[src/hdl/assert_macros.svh]
// ----------------------------------------------------------------------------
// assert_macros.svh
// Shared concurrent assertion macros for the pixel write block.
// ----------------------------------------------------------------------------
`ifndef ASSERT_MACROS_SVH
`define ASSERT_MACROS_SVH

// Clocked assertion, disabled while reset is asserted
`define ASSERT_CLK(lbl, clk, rst_n, prop, msg) \
  lbl: assert property (@(posedge clk) disable iff (!rst_n) prop) else $error(msg);

// Clocked assertion that also holds during reset
`define ASSERT_ALWAYS(lbl, clk, prop, msg) \
  lbl: assert property (@(posedge clk) prop) else $error(msg);

`endif

[src/hdl/dmpw_fifo.sv]
// ----------------------------------------------------------------------------
// dmpw_fifo
// Small register FIFO with first-word fall-through read data.
// ----------------------------------------------------------------------------
module dmpw_fifo #(
  parameter int WIDTH = 36,
  parameter int DEPTH = 4
) (
  input  logic             clk,
  input  logic             rst_n,
  input  logic             wr_en,
  input  logic [WIDTH-1:0] wr_data,
  output logic             full,
  input  logic             rd_en,
  output logic [WIDTH-1:0] rd_data,
  output logic             empty
);

  localparam int PW = $clog2(DEPTH);

  logic [WIDTH-1:0] mem_r [DEPTH];
  logic [PW:0]      wptr_r, wptr_nxt;
  logic [PW:0]      rptr_r, rptr_nxt;
  logic             do_wr, do_rd;

  // Pointer compare
  assign full    = (wptr_r[PW] != rptr_r[PW]) && (wptr_r[PW-1:0] == rptr_r[PW-1:0]);
  assign empty   = (wptr_r == rptr_r);
  assign do_wr   = wr_en && !full;
  assign do_rd   = rd_en && !empty;
  assign rd_data = mem_r[rptr_r[PW-1:0]];

  // Advance pointers
  always_comb begin
    wptr_nxt = wptr_r;
    rptr_nxt = rptr_r;
    if (do_wr) begin
      wptr_nxt = wptr_r + 1'b1;
    end
    if (do_rd) begin
      rptr_nxt = rptr_r + 1'b1;
    end
  end

  always_ff @(posedge clk) begin
    if (!rst_n) begin
      wptr_r <= '0;
      rptr_r <= '0;
    end else begin
      wptr_r <= wptr_nxt;
      rptr_r <= rptr_nxt;
    end
  end

  // Store word
  always_ff @(posedge clk) begin
    if (do_wr) begin
      mem_r[wptr_r[PW-1:0]] <= wr_data;
    end
  end

endmodule

[config.mk]
export PLATFORM = sky130hd
export DESIGN_NAME = dmpw_fifo
export DESIGN_NICKNAME = d
export VERILOG_FILES = /design/src/hdl/assert_macros.svh /design/src/hdl/dmpw_fifo.sv
export SDC_FILE = /design/constraint.sdc
export NUM_CORES = 1
export LEC_CHECK = 0
export ABC_CLOCK_PERIOD_IN_PS = 7500
export BUFFER_PORTS_ARGS = -buffer_cell sky130_fd_sc_hd__buf_2
export CORE_UTILIZATION = 30
export CTS_BUF_LIST = sky130_fd_sc_hd__clkbuf_4
export DETAILED_ROUTE_END_ITERATION = 7
export SYNTH_ARGS = -nofsm -noshare
export SYNTH_HDL_FRONTEND = slang
export SYNTH_SLANG_ARGS = --single-unit
[constraint.sdc]
create_clock -name clk -period 7.5 [get_ports clk]
set_input_delay 1.875 -clock clk [delete_from_list [all_inputs] [get_ports clk]]
set_output_delay 1.875 -clock clk [all_outputs]
set_load 0.02 [all_outputs]
==> out/summary.md <==
Clock network
• hold buffer count at cts: 0
• clk buf depth: 2
• clock network latency to the later pin of the worst-skew pair: 0.52 ns
• buffers inserted by post-CTS timing repair: 0
• clock sink count: 152
• Clock Pin Slew Worst Setup and Hold Paths: 0.13 ns
• CTS Root Cell: sky130_fd_sc_hd__clkbuf_4
• total of cells resized after clock tree synthesis: 0
• TritonCTS clock tree: yes
• CTS H-tree lvls: 4
• number of clock buffers inserted by TritonCTS: 17

Run
• max-cap viol count: 0

Placement
• post-place setup slack: 3.89 ns
• routability congestion estimate from global placement: 0.763
• placed standard-cell area: 6390 µm²
• Post-DP HPWL: 6180 µm
• number of port buffers: 77

Yosys
• sequential share of the synthesized area: 77.9%
• Ys Warns: 0
• proportion of netlist area held by the largest area contributor: 75.2%
• Netlist cell types: 30
• average size of a mapped cell: 22.5 µm²
• Post-Synthesis Net Count: 301
• cell type contributing the most total cell area after synthesis: sky130_fd_sc_hd__edfxtp_1
• number of synthesized register bits: 152
• post-synthesis instance area: 5750 µm²
• Gate Count Post-Synth: 256
• top cells by area, synth: sky130_fd_sc_hd__edfxtp_1 (75%), sky130_fd_sc_hd__mux4_2 (14%), sky130_fd_sc_hd__dfxtp_1 (2.8%)

Timing
• setup violation total in the final timing report: 0
• Period minus WS final: 4.10 ns
• tightest slew margin relative to the limit: 28.8%
• achievable clock frequency: 244 MHz
• final hold violations: 0
• RSZ-0062 raised after global routing: false
• slew of the pin with the lowest slew margin: 1.07 ns
• Total Neg Setup Slack: 0 ns
• worst-case hold slack: 0.562 ns
• number of max-slew violations in the final report: 0
• setup ws final: 3.40 ns
• post-route clock period utilization: 54.7%
• clock skew: 0.0188 ns

Setup path
• critical path arrival: 2.23 ns
• maximum fanout encountered on the critical timing path: 36
• type of destination of the critical path: primary output
• CP Launch Type: register
• worst path required time: 5.62 ns
• kind of critical path: reg -> out

Global routing
• number of global-route vias before repair: 3062
• global-route congestion overflow total: 0
• overall track demand over capacity in global routing: 11.2%
• pin count of the biggest net entering global routing: 37
• first-pass GRT wire length: 16200 µm
• initial antenna violation count: 0

Power and ir drop
• LEAKAGE: 2.23 nW
• proportion of power drawn by combinational gates: 24.8%
• areal power density over the cells: 342 nW/µm²
• power consumption: 2.29 mW
• P_sw: 706 µW
• Switching Fraction: 30.8%
• Reg power frac: 51.3%
• maximum vdd ir drop: 0.000106 V
• relative contribution of the clock network to total power: 23.9%
• Internal: 1.59 mW

Outcome
• run status: finished, final reports clean

Floorplanning
• Die X: 140 µm
• Die ar.: 19700 µm²
• core footprint: 18800 µm²
• initial cell density of the core: 30.7%
• number of top-level pins: 78
• Row Count: 50
• DIE HEIGHT: 140 µm

Routing
• # DRC: 0
• detailed-route via count: 2804
• detail-routed net length per standard cell: 17.6 µm
• iteration-0 DRC count of the detailed router: 128
• final wirelength: 10400 µm
• length of the first detailed-routing pass in iterations: 4
• number of vias per cell after detailed routing: 4.76
• post-route ant nets: 0

Worst hold path
• hold crit path type: reg -> reg

Layout
• diodes inserted: 0
• share of final-layout standard cells stronger than drive strength 1: 42.3%
• most common cell after layout, fill and taps aside: sky130_fd_sc_hd__edfxtp_1
• Nets: 388
• growth of design area from synthesis to finish: 16.6%
• total non-filler cell area in the finished layout: 6710 µm²
• leading cell types in the layout, fill and taps excluded: sky130_fd_sc_hd__edfxtp_1 (144), sky130_fd_sc_hd__buf_2 (77), sky130_fd_sc_hd__mux4_2 (36)

power by group through the flow:
stage	Clock, mW	Sequential, mW	Combinational [mW]
floorplan	0	1.12	0.458
global placement	0	1.19	0.576
detailed placement	0	1.20	0.582
CTS	0.571	1.18	0.583
global route	0.600	1.20	0.615
finish	0.548	1.18	0.569
cell usage after synthesis (all sizes together):
cell type,number
clkbuf,2
a211o,4
mux4,36
nor2,2
nor3,4
and3,1
o21ai,4
and2,4
o211ai,2
o31a,1
xnor2,3
or4,1
nand3,3
edfxtp,144
nand4,2
buf,8
a211oi,1
a31oi,2
a41oi,2
dfxtp,8
nand3b,4
nand2,3
xor2,3
a21oi,2
inv,5
ha,5
kinds of logic (layout without fill, tap and decap cells):
family / after synthesis / after routing / synth area share [%]
DFF: 152 / 152 / 77.9
muxes: 36 / 36 / 14.1
and+or+nand+nor: 24 / 24 / 2.35
AOI/OAI and AO/OA: 18 / 18 / 2.20
buffers and inverters: 15 / 114 / 1.41
xor gates and xnor gates: 6 / 6 / 0.914
adders and majority gates: 5 / 5 / 1.09
critical path, stage by stage, from the launching register on:
cell,delay (ns)
sky130_fd_sc_hd__dfxtp_2,1.06
sky130_fd_sc_hd__mux4_2,0.45
sky130_fd_sc_hd__buf_2,0.18
layout make-up:
type,instances,area (µm²)
Clock buffer,19,143
Clock inverter,12,175
Fill cell,1780,12100
Inverter,5,18.8
Multi-Input combinational cell,89,1200
Sequential cell,152,4490
Tap cell,234,293
Timing Repair Buffer,78,393
final timing paths:
| kind | cells after the start | start | endpoint | slack, ns |
|---|---|---|---|---|
| setup / recovery | 2 | register | rd_data[4] | 3.40 |
| hold / removal | 2 | wptr_r[2] | wptr_r[2] | 0.56 |
| setup reg to reg | 3 | wptr_r[1] | mem_r[2][29] | 5.16 |
| hold reg to reg | 2 | wptr_r[2] | wptr_r[2] | 0.56 |
stage by stage:
| stage | util, % | cells |
|---|---|---|
| final | 35.8 | 589 |
| after CTS | 35.8 | 589 |
| after floorplan | - | 256 |
| after global routing | 35.8 | 589 |
| after detailed placement | 34.1 | 558 |
| after global placement | 34.1 | 558 |
per-layer routing:
layer | vias up | wire length [µm] | GRT usage (%)
li1 | 1251 | - | -
met1 | 1469 | 4410 | 13.0
met2 | 69 | 5370 | 18.9
met3 | 15 | 430 | 3.73
met4 | 0 | 164 | 5.32
met5 | - | 0 | 0
sequential cells by signal, summed over array words and instances (netlist names), named ones only:
register	cells
rptr_r	3
wptr_r	3
mem_r	144
Note: power is estimated with default switching activity, not from simulation.
