<file path="src/hdl/assert_macros.svh">
// ----------------------------------------------------------------------------
// assert_macros.svh
// Shared concurrent assertion macros for the pixel write block.
// ----------------------------------------------------------------------------
`ifndef ASSERT_MACROS_SVH
`define ASSERT_MACROS_SVH

// Clocked assertion, disabled while reset is asserted
`define ASSERT_CLK(lbl, clk, rst_n, prop, msg) \
  lbl: assert property (@(posedge clk) disable iff (!rst_n) prop) else $error(msg);

// Clocked assertion that also holds during reset
`define ASSERT_ALWAYS(lbl, clk, prop, msg) \
  lbl: assert property (@(posedge clk) prop) else $error(msg);

`endif

</file>
<file path="src/hdl/dmpw_pkg.sv">
// ----------------------------------------------------------------------------
// dmpw_pkg
// Types, constants and the dither table of the dithered masked pixel write.
// ----------------------------------------------------------------------------
package dmpw_pkg;

  // Frame store geometry defaults
  localparam int STORE_WIDTH_DEF  = 1024;
  localparam int STORE_HEIGHT_DEF = 512;

  // Fixed field widths
  localparam int ADDR_W     = 19;
  localparam int PIXEL_W    = 16;
  localparam int COLOR_W    = 24;
  localparam int POS_W      = 16;
  localparam int CFG_ADDR_W = 5;
  localparam int CFG_DATA_W = 32;

  // Queue depths
  localparam int CMD_Q_DEPTH = 4;
  localparam int RES_Q_DEPTH = 2;

  // Ordered dither table, indexed by {row[1:0], col[1:0]}
  localparam logic signed [3:0] DITHER_LUT [16] = '{
    -4'sd4,  4'sd0, -4'sd3,  4'sd1,
     4'sd2, -4'sd1,  4'sd3, -4'sd1,
    -4'sd3,  4'sd1, -4'sd4,  4'sd0,
     4'sd3, -4'sd1,  4'sd2, -4'sd2
  };

  // Result outcome codes
  typedef enum logic [1:0] {
    OUT_WRITTEN = 2'd0,
    OUT_CLIPPED = 2'd1,
    OUT_BLOCKED = 2'd2
  } outcome_t;

  // Configuration register indexes
  typedef enum logic [2:0] {
    REG_AREA_LEFT   = 3'd0,
    REG_AREA_RIGHT  = 3'd1,
    REG_AREA_TOP    = 3'd2,
    REG_AREA_BOTTOM = 3'd3,
    REG_OFFSET_X    = 3'd4,
    REG_OFFSET_Y    = 3'd5,
    REG_MASK_SET    = 3'd6,
    REG_MASK_ENABLE = 3'd7
  } reg_idx_t;

  // Configuration state
  typedef struct packed {
    logic [9:0]  area_left;
    logic [9:0]  area_right;
    logic [8:0]  area_top;
    logic [8:0]  area_bottom;
    logic [10:0] offset_x;
    logic [10:0] offset_y;
    logic        mask_set;
    logic        mask_enable;
  } cfg_t;

  // Classified pixel command, front to back
  typedef struct packed {
    logic               clip;
    logic [ADDR_W-1:0]  addr;
    logic [PIXEL_W-1:0] pixel;
  } cmd_t;

  // Result word
  typedef struct packed {
    logic [1:0]         outcome;
    logic [ADDR_W-1:0]  address;
    logic [PIXEL_W-1:0] pixel;
  } result_t;

endpackage

</file>
<file path="src/hdl/dmpw_front.sv">
// ----------------------------------------------------------------------------
// dmpw_front
// Accepts pixel words, applies the offset, clips, dithers and packs them.
// ----------------------------------------------------------------------------
module dmpw_front #(
  parameter int STORE_WIDTH  = dmpw_pkg::STORE_WIDTH_DEF,
  parameter int STORE_HEIGHT = dmpw_pkg::STORE_HEIGHT_DEF
) (
  input  logic                          clk,
  input  logic                          rst_n,
  input  dmpw_pkg::cfg_t                cfg,
  input  logic                          push,
  output logic                          full,
  input  logic [dmpw_pkg::POS_W-1:0]    in_pos_x,
  input  logic [dmpw_pkg::POS_W-1:0]    in_pos_y,
  input  logic [dmpw_pkg::COLOR_W-1:0]  in_color,
  input  logic                          in_dither_on,
  input  logic                          clr_busy,
  input  logic                          q_full,
  output logic                          q_push,
  output dmpw_pkg::cmd_t                q_wdata
);

  localparam int CW = $clog2(STORE_WIDTH);
  localparam int RW = $clog2(STORE_HEIGHT);
  localparam int AW = $clog2(STORE_WIDTH * STORE_HEIGHT);

  logic                         f_valid_r, f_valid_nxt;
  logic [dmpw_pkg::POS_W-1:0]   f_x_r, f_y_r;
  logic [dmpw_pkg::COLOR_W-1:0] f_color_r;
  logic                         f_dith_r;
  logic                         accept;
  logic                         clip;
  logic [AW-1:0]                addr;
  logic signed [3:0]            dval;
  logic [7:0]                   ch0, ch1, ch2;

  // Add the dither step to one channel and clamp to 0..255
  function automatic logic [7:0] dith_ch(input logic [7:0] c, input logic signed [3:0] d);
    logic signed [9:0] s;
    s = $signed({2'b00, c}) + 10'(d);
    if (s[9]) begin
      dith_ch = 8'd0;
    end else if (s[8]) begin
      dith_ch = 8'd255;
    end else begin
      dith_ch = s[7:0];
    end
  endfunction

  // Handshake: stall while clearing or while the staged word cannot drain
  assign full   = clr_busy || (f_valid_r && q_full);
  assign accept = push && !full;
  assign q_push = f_valid_r && !q_full;

  always_comb begin
    f_valid_nxt = f_valid_r;
    if (accept) begin
      f_valid_nxt = 1'b1;
    end else if (q_push) begin
      f_valid_nxt = 1'b0;
    end
  end

  always_ff @(posedge clk) begin
    if (!rst_n) begin
      f_valid_r <= 1'b0;
    end else begin
      f_valid_r <= f_valid_nxt;
    end
  end

  // Capture word with offset applied, 16-bit wrap
  always_ff @(posedge clk) begin
    if (accept) begin
      f_x_r     <= in_pos_x + {5'b0, cfg.offset_x};
      f_y_r     <= in_pos_y + {5'b0, cfg.offset_y};
      f_color_r <= in_color;
      f_dith_r  <= in_dither_on;
    end
  end

  // Clip against drawing area and store bounds
  assign clip = (f_x_r > dmpw_pkg::POS_W'(cfg.area_right))  ||
                (f_x_r < dmpw_pkg::POS_W'(cfg.area_left))   ||
                (f_y_r > dmpw_pkg::POS_W'(cfg.area_bottom)) ||
                (f_y_r < dmpw_pkg::POS_W'(cfg.area_top))    ||
                (f_x_r >= dmpw_pkg::POS_W'(STORE_WIDTH))    ||
                (f_y_r >= dmpw_pkg::POS_W'(STORE_HEIGHT));

  assign addr = AW'(f_x_r[CW-1:0]) + AW'(f_y_r[RW-1:0]) * AW'(STORE_WIDTH);

  // Ordered dither then 5:5:5 pack
  assign dval = dmpw_pkg::DITHER_LUT[{f_y_r[1:0], f_x_r[1:0]}];
  assign ch0  = f_dith_r ? dith_ch(f_color_r[7:0], dval)   : f_color_r[7:0];
  assign ch1  = f_dith_r ? dith_ch(f_color_r[15:8], dval)  : f_color_r[15:8];
  assign ch2  = f_dith_r ? dith_ch(f_color_r[23:16], dval) : f_color_r[23:16];

  always_comb begin
    q_wdata.clip  = clip;
    q_wdata.addr  = clip ? '0 : dmpw_pkg::ADDR_W'(addr);
    q_wdata.pixel = {cfg.mask_set, ch2[7:3], ch1[7:3], ch0[7:3]};
  end

endmodule

</file>
<file path="config.mk">
export PLATFORM = sky130hd
export DESIGN_NAME = dmpw_front
export DESIGN_NICKNAME = d
export VERILOG_FILES = /design/src/hdl/assert_macros.svh /design/src/hdl/dmpw_pkg.sv /design/src/hdl/dmpw_front.sv
export SDC_FILE = /design/constraint.sdc
export NUM_CORES = 1
export LEC_CHECK = 0
export ABC_AREA = 0
export BUFFER_PORTS_ARGS = -buffer_cell sky130_fd_sc_hd__buf_2
export CAP_MARGIN = 15
export CORE_MARGIN = 1
export CORE_UTILIZATION = 45
export DETAILED_ROUTE_END_ITERATION = 16
export PLACE_DENSITY = 0.77
export SLEW_MARGIN = 20
export SYNTH_ARGS = -nofsm -noshare
export SYNTH_HDL_FRONTEND = slang
export SYNTH_SLANG_ARGS = --single-unit
</file>
<file path="constraint.sdc">
create_clock -name clk -period 3.55 [get_ports clk]
set_input_delay 0.355 -clock clk [delete_from_list [all_inputs] [get_ports clk]]
set_output_delay 0.355 -clock clk [all_outputs]
set_load 0.05 [all_outputs]
</file>
==> summary.txt <==
Global routing
  • Overflow after GRT: 0
  • Largest net degree at the start of global routing: 59
  • Vias in the first global route: 4,605
  • First-pass GRT wire length: 20.0 mm
  • GRT Total Usage: 21.3%
  • Initial antenna violation count: 0

Worst setup path
  • Slowest-stage cell, CP: edfxtp_1
  • Top delay family on crit path: buffers and inverters
  • Worst Path Buf+Inv: 4
  • Worst-path cell chain: xor2_2 -> inv_2 -> buf_6 -> ha_4 -> and3_1 -> nand3_1 -> o21ai_1 -> buf_4 -> nor4_2 -> a211oi_2 -> nor2_1 -> o22ai_1 -> clkbuf_4
  • Data arrival, critical path: 3.05 ns
  • Crit Path Max Fanout: 20
  • Kind of critical path: reg -> out
  • Startpoint Class: flip-flop
  • Slowest stage delay, CP: 0.43 ns
  • Crit. End Element: primary output
  • WP data required: 3.19 ns

Power and ir drop
  • Sw frac: 32.3%
  • Flop pwr share: 34.2%
  • Clock share of power: 31.2%
  • VDD IR-drop max: 0.000196 V
  • Gate power share: 34.7%
  • P_leak: 0.00317 uW
  • Pint: 1670 uW
  • Pwr Density: 371 nW/um^2
  • Switching Power: 800 uW

Layout
  • Core Util, Final: 58.4%
  • Non-filler cells, final: 874
  • Area delta synth->final: 26.9%
  • FILL cells: 1,001
  • Final nets: 933
  • Layout cells sized above 1: 28.2%

Clock tree
  • CTS Sinks: 58
  • Max clock buf depth: 2
  • Clk_lat worst skew: 0.32 ns
  • Hold buffer count at CTS: 0
  • CTS tree: yes
  • TritonCTS Buffers: 9
  • H-tree lvl count: 3
  • CTS root buf: clkbuf_16
  • Clock transition at the registers of the reported paths: 0.05 ns

Synthesis
  • #FFs+latches synth: 58
  • Synth area leaders: edfxtp_1 (33%), ha_1 (20%), inv_1 (4.5%)
  • Syn_nets: 765
  • Yosys top cell area share: 32.6%
  • Ys Warns: 0
  • Mapped Avg Cell Area: 9.44 sq um
  • Mapped Cells: 557
  • Synth area leader: edfxtp_1
  • Count leader, synth: ha_1
  • Post-synth EDFFs: 57
  • Mapped Area: 5260 sq um
  • Top FF cell, synth: edfxtp_1
  • Post-synth top cells: ha_1 (82), inv_1 (63), edfxtp_1 (57)
  • Netlist cell types: 58
  • Synth async-reset ratio: 0%
  • Sequential share of the synthesized area: 32.9%

Floorplan
  • Number of I/O pins: 162
  • Row Count: 39
  • Die height: 110 um
  • Core area: 11,400 sq um
  • Starting Density: 46.0%
  • Full die area: 12,100 sq um
  • Chip width: 110 um

Placed design
  • Final Wtd Congestion: 0.876
  • Placed Cells: 856
  • Dpl hpwl: 10.3 mm
  • I/O Buffers: 158

Outcome
  • Status: complete, no violations

STA
  • FMAX: 0.294 GHz
  • Max Slew Vio Count: 0
  • Setup TNS: 0 ns
  • Final worst path period need: 3.40 ns
  • Relative slew slack: 50.7%
  • Slew @ Worst Pin: 0.740 ns
  • Hold slack: 0.205 ns
  • Final hold violations: 0
  • Setup Skew: 0.00823 ns
  • RSZ-0062 raised after global routing: yes
  • Fin crit share: 95.9%
  • Final setup violation count: 0

Route
  • Final WL: 12.7 mm
  • DRC Markers: 0
  • Wire length per cell: 14.6 um
  • Drt via density: 5.39
  • Vias: 4,711
  • Post-route ant nets: 0
  • DR iter-0 viols: 244
  • Drt pass-1 iters: 6

Job
  • Max-cap violations: 0

Hold path
  • Hold/Removal Path Class: in -> reg
## final timing paths
check / startpoint / end / slack, ns / depth (start not counted)
hold reg to reg: f_valid_r / f_valid_r / 0.53 / 2
setup / recovery: f_x_r[0] / q_wdata[11] / 0.15 / 13
hold / removal: in_color[1] / f_color_r[1] / 0.21 / 1
setup reg to reg: f_valid_r / f_x_r[12] / 1.92 / 3
## cells by family (layout without fill, tap and decap cells)
logic type	after synthesis	in the layout	share of synthesized area, %
flip-flops	58	58	32.9
buffers and inverters	75	248	5.81
other	0	1	0
adder cells (fa/ha/maj)	84	84	20.3
AND/OR/NAND/NOR	146	146	14.7
XOR/XNOR	43	43	7.16
AO/OA/AOI/OAI	151	151	19.1
## layout make-up
cell class | instances | area, sq um | area share (%)
Timing Repair Buffer | 168 | 920 | 13.8
Antenna cell | 1 | 2.50 | 0.0375
Inverter | 64 | 240 | 3.60
Tap cell | 143 | 179 | 2.68
Multi-Input combinational cell | 424 | 3340 | 50.0
Clock buffer | 16 | 262 | 3.92
Sequential cell | 58 | 1730 | 26.0
## per-layer routing
layer / vias to the layer above / wire (um) / GRT usage, %
met1: 2172 / 5300 / 25.0
met4: 0 / 171 / 8.86
li1: 2365 / - / -
met5: - / 0 / 0
met3: 18 / 854 / 4.47
met2: 156 / 6420 / 37.5
## power by group through the flow
stage | Combinational (uW) | Clock [uW] | Sequential, uW
after detailed placement | 808 | 0 | 857
after CTS | 824 | 786 | 845
final | 858 | 771 | 846
after global placement | 774 | 0 | 856
after global routing | 948 | 819 | 850
after floorplan | 596 | 0 | 847
## repair_timing
item,in CTS,in global routing
setup endpoints to repair,14,28
cloned,0,0
gates resized for setup,9,25
pin swaps,1,2
buffers inserted,0,1
## cells in the final DEF, fill, tap and decap left out, drive strengths merged, types with 4 or more instances in the layout
master / n
a31oi: 7
a21oi: 40
o21ai: 30
ha: 82
xor2: 23
nand4: 11
xnor2: 20
edfxtp: 57
a21o: 10
nor3: 5
and3: 10
o22ai: 13
nand2b: 9
o211ai: 8
buf: 159
a31o: 4
nor2b: 8
o21a: 8
and2: 25
clkbuf: 25
nor2: 32
nand3: 6
a211o: 5
a211oi: 4
nand2: 26
inv: 64
o31ai: 6
## registers in the layout (all words and copies together), names as in the netlist
signal,flops
f_dith_r,1
f_y_r,16
f_valid_r,1
f_color_r,24
f_x_r,16
## worst reg2reg max path: stages (launching register included)
cell,delay [ns]
dfxtp_1,0.32
a21oi_1,0.17
and2_2,0.16
buf_4,0.58
## through the flow
stage	cell area (sq um)	total power [uW]	setup WS, ns
after global routing	6670	2620	-0.0162
after CTS	6550	2460	0.00223
after global placement	6260	1630	0.384
final	6670	2470	0.146
after floorplan	5290	1440	-0.167
after detailed placement	6260	1670	0.243
No activity file was read; power rests on OpenSTA's default activity.
